**src/palu_pkg.sv**
```systemverilog
// ----------------------------------------------------------------------------
// palu_pkg
// shared types and constants for the positional array list unit
// ----------------------------------------------------------------------------
package palu_pkg;

	// default list geometry
	localparam int DEPTH_DEF      = 64;
	localparam int DATA_WIDTH_DEF = 32;

	// width of position, count and capacity fields
	localparam int CNT_W = 7;

	// capacity register value after reset
	localparam logic [CNT_W-1:0] CAP_RESET = 7'd64;

	// operation codes carried by the mode field
	typedef enum logic [1:0] {
		MODE_READ   = 2'd0,
		MODE_WRITE  = 2'd1,
		MODE_INSERT = 2'd2,
		MODE_REMOVE = 2'd3
	} mode_t;

	// commands from the controller to the datapath
	typedef struct packed {
		logic latch;     // capture the incoming word
		logic eval;      // capture the accept/refuse decision
		logic ptr_init;  // load the shift pointer
		logic rd_pos;    // read the entry at the requested position
		logic rd_src;    // read the neighbor the shift pulls from
		logic wr_val;    // write the new value at the requested position
		logic wr_shift;  // write the shifted entry at the pointer, step pointer
		logic cnt_inc;
		logic cnt_dec;
	} palu_cmd_t;

	// status from the datapath to the controller
	typedef struct packed {
		mode_t mode;
		logic  op_ok;       // operation is allowed
		logic  no_shift;    // insert at tail or remove of the last element
		logic  shift_done;  // current shift write is the last one
	} palu_stat_t;

endpackage

```
**src/positional_array_list_unit.sv**
```systemverilog
// ----------------------------------------------------------------------------
// positional_array_list_unit
// ordered list of signed words with read, overwrite, insert and remove by
// 1-based position
// ----------------------------------------------------------------------------
// a word is taken at the clock edge where start is high and busy is low.
// exactly one result follows per word, shown for one cycle while done is
// high; the receiver cannot stall, so sample the result ports whenever done
// is set. start is ignored while busy. the elements live in a memory with one
// write and one registered read port, so an insert or remove moves its
// elements one at a time, a shift read and then a shift write for each:
// count - position + 1 elements move for an insert and count - position for
// a remove. capacity is written through cfg_we/cfg_wdata; the user must write
// it only while the unit is idle, and the unit itself does not enforce this;
// it resets to 64, and the usable capacity is the smaller of it and DEPTH.
// element memory comes up undefined; only entries below the count are read.
// ----------------------------------------------------------------------------
module positional_array_list_unit #(
	parameter int DEPTH      = palu_pkg::DEPTH_DEF,
	parameter int DATA_WIDTH = palu_pkg::DATA_WIDTH_DEF
) (
	input  logic                         clk,
	input  logic                         arst_n,
	// command side
	input  logic                         start,
	output logic                         busy,
	input  logic [1:0]                   mode,
	input  logic [palu_pkg::CNT_W-1:0]   position,
	input  logic signed [DATA_WIDTH-1:0] value_in,
	// capacity register
	input  logic                         cfg_we,
	input  logic [palu_pkg::CNT_W-1:0]   cfg_wdata,
	// result side
	output logic                         done,
	output logic                         ok,
	output logic signed [DATA_WIDTH-1:0] value_out,
	output logic [palu_pkg::CNT_W-1:0]   element_count,
	output logic                         is_empty,
	output logic                         is_full
);

	palu_pkg::palu_cmd_t  cmd;
	palu_pkg::palu_stat_t stat;

	// sequencing: check, optional shift loop, final write, result strobe
	palu_ctrl u_ctrl (
		.clk    (clk),
		.arst_n (arst_n),
		.start  (start),
		.stat   (stat),
		.cmd    (cmd),
		.busy   (busy),
		.done   (done)
	);

	// storage, count and the per-operation bounds checks
	palu_dp #(
		.DEPTH      (DEPTH),
		.DATA_WIDTH (DATA_WIDTH)
	) u_dp (
		.clk           (clk),
		.arst_n        (arst_n),
		.cmd           (cmd),
		.stat          (stat),
		.mode          (palu_pkg::mode_t'(mode)),
		.position      (position),
		.value_in      (value_in),
		.cfg_we        (cfg_we),
		.cfg_wdata     (cfg_wdata),
		.ok            (ok),
		.value_out     (value_out),
		.element_count (element_count),
		.is_empty      (is_empty),
		.is_full       (is_full)
	);

endmodule

```
**src/palu_dp.sv**
```systemverilog
// ----------------------------------------------------------------------------
// palu_dp
// datapath: element memory, count, capacity, pointer and decision logic
// ----------------------------------------------------------------------------
module palu_dp #(
	parameter int DEPTH      = palu_pkg::DEPTH_DEF,
	parameter int DATA_WIDTH = palu_pkg::DATA_WIDTH_DEF
) (
	input  logic                           clk,
	input  logic                           arst_n,
	input  palu_pkg::palu_cmd_t            cmd,
	output palu_pkg::palu_stat_t           stat,
	input  palu_pkg::mode_t                mode,
	input  logic [palu_pkg::CNT_W-1:0]     position,
	input  logic signed [DATA_WIDTH-1:0]   value_in,
	input  logic                           cfg_we,
	input  logic [palu_pkg::CNT_W-1:0]     cfg_wdata,
	output logic                           ok,
	output logic signed [DATA_WIDTH-1:0]   value_out,
	output logic [palu_pkg::CNT_W-1:0]     element_count,
	output logic                           is_empty,
	output logic                           is_full
);

	localparam int CW = palu_pkg::CNT_W;
	localparam int AW = (DEPTH > 1) ? $clog2(DEPTH) : 1;
	// compare width: holds count+1, DEPTH and any address
	localparam int W  = ((CW + 1) > (AW + 1)) ? (CW + 1) : (AW + 1);

	logic [DATA_WIDTH-1:0] mem [DEPTH];
	logic [DATA_WIDTH-1:0] rdata_q;

	palu_pkg::mode_t       mode_q;
	logic [CW-1:0]         pos_q;
	logic [DATA_WIDTH-1:0] val_q;
	logic [CW-1:0]         count_q;
	logic [CW-1:0]         cap_q;
	logic [AW-1:0]         ptr_q;
	logic                  ok_q;

	logic [W-1:0]  pos_w, count_w, cap_w, pos_m1_w, ptr_w;
	logic [AW-1:0] pos_m1_a, count_a, raddr, waddr, ptr_next, ptr_src;
	logic          full, pos_nz, in_list, ins_ok, re, we;
	logic [DATA_WIDTH-1:0] wdata;

	assign pos_w    = W'(pos_q);
	assign count_w  = W'(count_q);
	assign cap_w    = W'(cap_q);
	assign ptr_w    = W'(ptr_q);
	assign pos_m1_w = pos_w - W'(1);
	assign pos_m1_a = pos_m1_w[AW-1:0];
	assign count_a  = count_w[AW-1:0];

	// effective capacity is the smaller of the register and the depth
	assign full    = (count_w >= cap_w) || (count_w >= W'(DEPTH));
	assign pos_nz  = (pos_q != '0);
	assign in_list = pos_nz && (pos_w <= count_w);
	assign ins_ok  = !full && pos_nz && (pos_w <= count_w + W'(1));

	always_comb begin
		stat.mode       = mode_q;
		stat.op_ok      = 1'b0;
		stat.no_shift   = 1'b0;
		stat.shift_done = 1'b0;
		ptr_next        = ptr_q;
		ptr_src         = ptr_q;
		case (mode_q)
			palu_pkg::MODE_INSERT: begin
				stat.op_ok      = ins_ok;
				stat.no_shift   = (pos_w == count_w + W'(1));
				stat.shift_done = (ptr_w == pos_w);
				ptr_next        = ptr_q - AW'(1);
				ptr_src         = ptr_q - AW'(1);
			end
			palu_pkg::MODE_REMOVE: begin
				stat.op_ok      = in_list;
				stat.no_shift   = (pos_w == count_w);
				stat.shift_done = (ptr_w + W'(2) == count_w);
				ptr_next        = ptr_q + AW'(1);
				ptr_src         = ptr_q + AW'(1);
			end
			default: begin
				stat.op_ok = in_list;
			end
		endcase
	end

	// memory port selection
	assign re    = cmd.rd_pos || cmd.rd_src;
	assign raddr = cmd.rd_src ? ptr_src : pos_m1_a;
	assign we    = cmd.wr_val || cmd.wr_shift;
	assign waddr = cmd.wr_shift ? ptr_q : pos_m1_a;
	assign wdata = cmd.wr_shift ? rdata_q : val_q;

	always_ff @(posedge clk) begin
		if (we) begin
			mem[waddr] <= wdata;
		end
		if (re) begin
			rdata_q <= mem[raddr];
		end
	end

	// captured word
	always_ff @(posedge clk) begin
		if (cmd.latch) begin
			pos_q <= position;
			val_q <= value_in;
		end
		if (cmd.ptr_init) begin
			ptr_q <= (mode_q == palu_pkg::MODE_INSERT) ? count_a : pos_m1_a;
		end else if (cmd.wr_shift) begin
			ptr_q <= ptr_next;
		end
	end

	always_ff @(posedge clk or negedge arst_n) begin
		if (!arst_n) begin
			mode_q  <= palu_pkg::MODE_READ;
			count_q <= '0;
			cap_q   <= palu_pkg::CAP_RESET;
			ok_q    <= 1'b0;
		end else begin
			if (cmd.latch) begin
				mode_q <= mode;
			end
			if (cmd.eval) begin
				ok_q <= stat.op_ok;
			end
			if (cmd.cnt_inc) begin
				count_q <= count_q + CW'(1);
			end else if (cmd.cnt_dec) begin
				count_q <= count_q - CW'(1);
			end
			if (cfg_we) begin
				cap_q <= cfg_wdata;
			end
		end
	end

	assign ok            = ok_q;
	assign value_out     = (ok_q && mode_q == palu_pkg::MODE_READ) ? rdata_q : '0;
	assign element_count = count_q;
	assign is_empty      = (count_q == '0);
	assign is_full       = full;

endmodule

```
**src/palu_ctrl.sv**
```systemverilog
// ----------------------------------------------------------------------------
// palu_ctrl
// controller state machine: sequences checks, shifts and the result strobe
// ----------------------------------------------------------------------------
module palu_ctrl (
	input  logic                 clk,
	input  logic                 arst_n,
	input  logic                 start,
	input  palu_pkg::palu_stat_t stat,
	output palu_pkg::palu_cmd_t  cmd,
	output logic                 busy,
	output logic                 done
);

	typedef enum logic [5:0] {
		ST_IDLE   = 6'b000001,
		ST_EVAL   = 6'b000010,
		ST_SH_RD  = 6'b000100,
		ST_SH_WR  = 6'b001000,
		ST_INS_WR = 6'b010000,
		ST_RESP   = 6'b100000
	} state_t;

	state_t state_q, state_d;

	always_comb begin
		state_d = state_q;
		cmd     = '0;
		unique case (state_q)
			ST_IDLE: begin
				if (start) begin
					cmd.latch = 1'b1;
					state_d   = ST_EVAL;
				end
			end
			ST_EVAL: begin
				cmd.eval = 1'b1;
				state_d  = ST_RESP;
				if (stat.op_ok) begin
					unique case (stat.mode)
						palu_pkg::MODE_READ:  cmd.rd_pos = 1'b1;
						palu_pkg::MODE_WRITE: cmd.wr_val = 1'b1;
						palu_pkg::MODE_INSERT: begin
							cmd.ptr_init = 1'b1;
							state_d      = stat.no_shift ? ST_INS_WR : ST_SH_RD;
						end
						palu_pkg::MODE_REMOVE: begin
							cmd.ptr_init = 1'b1;
							if (stat.no_shift) begin
								cmd.cnt_dec = 1'b1;
							end else begin
								state_d = ST_SH_RD;
							end
						end
						default: state_d = ST_RESP;
					endcase
				end
			end
			ST_SH_RD: begin
				cmd.rd_src = 1'b1;
				state_d    = ST_SH_WR;
			end
			ST_SH_WR: begin
				cmd.wr_shift = 1'b1;
				if (!stat.shift_done) begin
					state_d = ST_SH_RD;
				end else if (stat.mode == palu_pkg::MODE_INSERT) begin
					state_d = ST_INS_WR;
				end else begin
					cmd.cnt_dec = 1'b1;
					state_d     = ST_RESP;
				end
			end
			ST_INS_WR: begin
				cmd.wr_val  = 1'b1;
				cmd.cnt_inc = 1'b1;
				state_d     = ST_RESP;
			end
			ST_RESP: begin
				state_d = ST_IDLE;
			end
			default: state_d = ST_IDLE;
		endcase
	end

	always_ff @(posedge clk or negedge arst_n) begin
		if (!arst_n) begin
			state_q <= ST_IDLE;
		end else begin
			state_q <= state_d;
		end
	end

	assign busy = (state_q != ST_IDLE);
	assign done = (state_q == ST_RESP);

endmodule

```
**config.mk**
```make
export PLATFORM = sky130hd
export DESIGN_NAME = positional_array_list_unit
export DESIGN_NICKNAME = d
export VERILOG_FILES = /design/src/palu_pkg.sv /design/src/positional_array_list_unit.sv /design/src/palu_dp.sv /design/src/palu_ctrl.sv
export SDC_FILE = /design/constraint.sdc
export NUM_CORES = 2
export LEC_CHECK = 0
export BUFFER_PORTS_ARGS = -buffer_cell sky130_fd_sc_hd__clkbuf_2
export CELL_PAD_IN_SITES_DETAIL_PLACEMENT = 0
export CELL_PAD_IN_SITES_GLOBAL_PLACEMENT = 1
export CORE_ASPECT_RATIO = 0.8
export CORE_MARGIN = 10
export CORE_UTILIZATION = 50
export DETAILED_ROUTE_END_ITERATION = 6
export PLACE_DENSITY_LB_ADDON = 0.25
export REMOVE_ABC_BUFFERS = 1
export SLEW_MARGIN = 40
export SYNTH_ARGS = -nofsm -noshare
export SYNTH_HDL_FRONTEND = slang
export SYNTH_SLANG_ARGS = --single-unit
```
**constraint.sdc**
```tcl
create_clock -name clk -period 6.3 [get_ports clk]
set_input_delay 1.575 -clock clk [delete_from_list [all_inputs] [get_ports clk]]
set_output_delay 1.575 -clock clk [all_outputs]
set_load 0.01 [all_outputs]
```
# After elaboration in Yosys (flattened, before gate mapping)
# Memories as Yosys holds them, arrays and structs flattened. A register that Yosys moved wholly into a read port is not among the register bits.
# Cells that the tools add are included.
# totals
regBits	68
mem_bits_rw	2048
inputBits	52
output_inout_bits	44
wordCells	89
n_memories	1
# op_classes
add_sub_neg	7
magnitude_cmp	4
n_eq_ne	15
muxes	40
n_reduce_logical	14
# memory_table
memory	depth	word_bits	rd	rd_ports_with_merged_regs	wr	line_no	rtl
u_dp.mem	64	32	1	1	1	palu_dp.sv:30	logic [DATA_WIDTH-1:0] mem [DEPTH];
# op_table
operator	count
32-bit 2-to-1 mux	2
6-bit 2-to-1 mux	10
6-bit one-hot mux with 5 select lines	1
6-bit one-hot mux with 2 select lines	2
1-bit 2-to-1 mux	17
7-bit 2-to-1 mux	2
6-bit by 1-bit subtractor with 6-bit output, second input constant	2
7-bit by 1-bit adder with 8-bit output, second input constant	1
7-bit by 8-bit == test with 1-bit output	1
8-bit by 7-bit == test with 1-bit output	1
7-bit by 8-bit <= comparator with 1-bit output	1
6-bit by 2-bit adder with 7-bit output, second input constant	1
7-bit by 1-bit adder with 7-bit output, second input constant	1
6-bit by 7-bit == test with 1-bit output	1
7-bit == test	1
7-bit >= comparator	1
7-bit >= comparator, second input constant	1
7-bit <= comparator	1
7-bit zero test	1
7-bit nonzero test	1
7-bit by 1-bit subtractor with 7-bit output, second input constant	1
6-bit by 1-bit adder with 6-bit output, second input constant	1
6-bit by 1-bit == test with 1-bit output, second input constant	1
6-bit by 2-bit == test with 1-bit output, second input constant	1
other kinds (19)	27

# Longest topological paths before layout
# logic_depth
word_depth	11
ltp_mapped	14

# By module
# A second synthesis with hierarchy kept.
# hier_totals
cells_unflattened	6571
hier_area_um2	97483.5
# by_module_without_submodules
module	n_inst	cells_each	area_per_inst_um2	seq_area_each_um2
palu_dp	1	6521	97050.6	64237.9
palu_ctrl	1	50	432.9	151.4

# Worst setup path after synthesis
# Ideal clock, no wire load.
# synth_timing
path_kind	reg-to-reg
start	register u_dp.count_q[1] (netlist: u_dp.element_count[1])
end	register u_dp.rdata_q[0] (read register of u_dp.mem) (enable)
setup_ns	0.511
arrival_time_ns	4.933
required_time_ns	5.789
setup_slack_ns	0.857
path_stages_with_launch	9
path_buffers	0
cell_sequence	dfrtp_1 -> inv_1 -> ha_1 -> nor2b_1 -> o21a_1 -> o21a_1 -> o21bai_1 -> a211oi_1 -> o41ai_1
# synth_between
elab_chain_cells	9
# synth_lines
item	line_no	rtl
from (decl)	palu_dp.sv:36	logic [CW-1:0] count_q;
from (signal assigned)	palu_dp.sv:131	count_q <= count_q + CW'(1);
from (signal assigned)	palu_dp.sv:133	count_q <= count_q - CW'(1);
parallel branches: the longest is 5 deep, another holds 7-bit by 1-bit adder with 8-bit output	-	
1-bit 2-to-1 mux (*)	palu_dp.sv:67	case (mode_q)
2-bit 2-to-1 mux (*)	palu_ctrl.sv:39	if (stat.op_ok) begin
3-bit 2-to-1 mux (*)	palu_ctrl.sv:29	unique case (state_q)
1-bit logical OR (*)	palu_dp.sv:89	assign re = cmd.rd_pos || cmd.rd_src;
named net u_dp.re	palu_dp.sv:43	logic full, pos_nz, in_list, ins_ok, re, we;
to (decl)	palu_dp.sv:31	logic [DATA_WIDTH-1:0] rdata_q;
# Mark *: on every way through the listed nets, which the timed path passes.
# A chain may end at the register's enable or synchronous reset.

# Worst setup path in the final report
# layout_timing
start	register u_dp.mode_q[1]
end	register u_dp.rdata_q[28] (read register of u_dp.mem), data pin
# layout_between
elab_chain_cells	5
# layout_lines
item	line_no	rtl
from (decl)	palu_dp.sv:33	palu_pkg::mode_t mode_q;
from (signal assigned)	palu_dp.sv:119	mode_q <= palu_pkg::MODE_READ;
from (signal assigned)	palu_dp.sv:125	mode_q <= mode;
2-bit == test or 2-bit zero test (tied branches)	palu_dp.sv:67, palu_ctrl.sv:40	
1-bit 2-to-1 mux (on tied branches)	palu_dp.sv:67, palu_ctrl.sv:40	
2-bit 2-to-1 mux	palu_ctrl.sv:39	
3-bit 2-to-1 mux	palu_ctrl.sv:29	
1-bit logical OR	palu_dp.sv:89	
# Parallel ways exist; a longest one is shown, timed or not.

==> flow_metrics.py <==
metrics = {
    "status": {
        "outcome": "complete, no violations",
    },
    "setup_path": {
        "worst_setup_path_start_kind": "register",
        "crit_type": "register to register",
        "worstPathRequired_ps": 7000,
        "critPathCaptureType": "register",
        "cp-startpoint": "u_dp.mode_q[1]",
        "arrival_ps": 5690,
        "cp_max_fo": 29,
        "rr_startpoint": "u_dp.mode_q[1]",
    },
    "cells_and_area": {
        "post-route-util_pct": 57.4,
        "seq_area_mm2": 0.0644,
        "instances_no_fill": 6809,
        "drive_gt1_share_pct": 25.7,
        "fin_nets": 4497,
        "area_growth_pct": 13.8,
        "multi_input_area_mm2": 0.0183,
        "fill_cells": 12117,
        "stdcell_area_mm2": 0.0947,
    },
    "hold_path": {
        "hp-class": "register to register",
        "min_from": "u_dp.cap_q[6]",
    },
    "timing": {
        "finalSetupTns_ps": 0,
        "hold_violations": 0,
        "rsz0062_at_grt": "false",
        "finalCritPeriodShare_pct": 79.2,
        "skew_ps": 39.5,
        "setup_viol": 0,
        "fin_crit_ps": 4990,
        "worst_pin_slew_ps": 928,
        "final.setup.worst_slack_ps": 1310,
        "fmax_mhz": 200,
        "drv_slew": 0,
        "slew_headroom_pct": 38.0,
    },
    "grt": {
        "antenna_found_initial": 10,
        "grt_use_total_pct": 24.2,
        "grt_max_degree": 78,
        "overflow": 0,
        "grt_pass1_vias": 42331,
        "grt_pass1_wl_mm": 317,
    },
    "clock_tree": {
        "numCtsBuffers": 202,
        "cts_root_buf": "clkbuf_16",
        "htree_levels": 4,
        "cts_hold_buf": 0,
        "post_cts_resized": 0,
        "cts_sinks": 2148,
        "ctsLongestPathBuffers": 3,
        "clock_latency_ps": 860,
        "clk_pin_slew_ps": 60,
        "cts_tree": "yes",
        "cts_setup_buffers": 0,
    },
    "yosys": {
        "netlist_area_mm2": 0.0832,
        "yosysTopAreaCell": "edfxtp_1",
        "ys_ff_latch": 2148,
        "ys_warn_count": 0,
        "synthCells": 4138,
        "synth.avg_cell_area_um2": 20.1,
        "synth-edff-count": 2125,
        "ys_top_cells_by_count": "edfxtp_1 (2,125), mux4_2 (436), nand2_1 (356), a22oi_1 (220), clkbuf_1 (162)",
        "synth_top_area_share_pct": 76.7,
        "synth_area_leaders": "edfxtp_1 (77%), mux4_2 (12%), a22oi_1 (2.0%)",
        "yosysUniqueCellTypes": 61,
        "ys_seq_area_share_pct": 77.4,
        "yosysMostFrequentCell": "edfxtp_1",
        "synth_ff_type": "edfxtp_1",
        "async_flop_share_pct": 1.07,
    },
    "power_and_ir_drop": {
        "power_density_mw_per_mm2": 390,
        "clock_power_share_pct": 33.4,
        "p_int_uw": 26300,
        "power_switching_share_pct": 28.8,
        "ir_drop_mv": 0.265,
        "power_frac_seq_pct": 45.3,
        "combPwrFrac_pct": 21.3,
        "leakage_uw": 0.0301,
        "switchingPower_uw": 10600,
    },
    "floorplanning": {
        "fp.dieW_um": 476,
        "core_area_mm2": 0.165,
        "fp-row-count": 133,
        "die_area_mm2": 0.183,
        "start_util_pct": 50.5,
        "io_pins": 96,
        "dieHeight_um": 385,
    },
    "route": {
        "wire_per_inst_um": 32.8,
        "detail_route.first_pass.iterations": 5,
        "drtIter0Drc": 5610,
        "vias": 43265,
        "routed_wl_mm": 223,
        "ant_nets": 0,
        "route.detailed.drc": 0,
        "vias_per_cell": 6.35,
    },
    "placed_design": {
        "placed_cells": 6431,
        "place_area_mm2": 0.0879,
        "pre_cts_ws_ps": 1420,
        "place_congestion": 0.821,
        "dp_hpwl_mm": 129,
        "numPortBuffers": 95,
    },
    "flow_run": {
        "cap_violations": 0,
    },
}
[sequential cells by signal, summed over array words and instances (netlist names)]
name / cells
u_ctrl.state_q: 6
u_dp.cap_q: 7
u_dp.element_count: 7
u_dp.mem: 2048
u_dp.mode_q: 2
u_dp.ok: 1
u_dp.pos_q: 7
u_dp.ptr_q: 6
u_dp.rdata_q: 32
u_dp.val_q: 32
[layout make-up]
cell class,count,share of cell area [%]
Antenna cell,7,0.0185
Timing Repair Buffer,307,2.60
Tap cell,2227,2.94
Multi-Input combinational cell,1724,19.3
Sequential cell,2148,68.0
Clock buffer,240,5.58
Inverter,25,0.0991
Clock inverter,131,1.45
[cell families after synthesis]
family	after synthesis	synth area share, %
buffers and inverters	266	1.52
DFF	2148	77.4
AOI/OAI and AO/OA	477	3.87
xor gates and xnor gates	31	0.326
muxes	488	12.4
and+or+nand+nor	691	3.90
adders and majority gates	37	0.574
[power by group through the flow]
stage	Sequential [uW]	Combinational (uW)	Clock [uW]
global placement	17000	7680	0
detailed placement	17000	7800	0
floorplan	17000	6440	0
global route	16700	8370	13000
CTS	16700	7830	12500
finish	16700	7880	12300
[path summary, 6_finish.rpt]
check                                    end  slack (ps)  cells past startpoint
max reg2reg                 u_dp.rdata_q[28]        1310                     12
min                            u_dp.cap_q[6]         510                      2
min in group asynchronous  u_ctrl.state_q[1]         750                      1
max in group asynchronous      u_dp.cap_q[2]        5110                      1
max                         u_dp.rdata_q[28]        1310                     12
min reg2reg                    u_dp.cap_q[6]         510                      2
[critical path, cell delays in order (launching register included)]
cell,delay (ps)
dfrtp_1,670
nand2_1,260
ha_1,390
and3_1,190
o21a_1,220
o311ai_1,310
nand2_1,300
nor2_4,810
buf_4,420
buf_4,460
a22oi_1,130
a21oi_1,420
or4_1,210
[cell usage in the layout (no fill, tap or decap), types with 9 or more instances in the layout]
cell type / count
edfxtp_1: 2125
mux4_2: 436
nand2_1: 324
a22oi_1: 218
clkbuf_16: 206
buf_4: 180
a21oi_1: 133
clkbuf_2: 95
nand3_1: 91
nor3_2: 56
mux2i_1: 46
clkinv_1: 45
a32oi_1: 42
nand4_1: 39
ha_1: 35
or4_1: 34
clkbuf_1: 34
and2_1: 33
clkinv_2: 33
buf_12: 27
nand2_2: 26
inv_1: 25
xnor2_1: 25
o21ai_0: 25
bufinv_16: 24
dfrtp_1: 21
nor2_1: 16
clkinvlp_4: 14
nor3_1: 10
a21oi_2: 10
nor2_4: 9
[through the flow]
step           power (uW)  hold WS, ps
6_report            36900          511
5_1_grt             38100          558
4_1_cts             37000          513
3_5_place_dp        24800          502
3_3_place_gp        24700          499
2_1_floorplan       23400          474
[layer usage]
layer,track usage (%),share of wire (%),vias up
met2,35.7,45,2238
met4,6.79,2.7,2
met1,35.5,41,22996
li1,-,-,17696
met3,7.00,11,333
met5,0,0.0040,-
(Power assumes the default switching activity.)
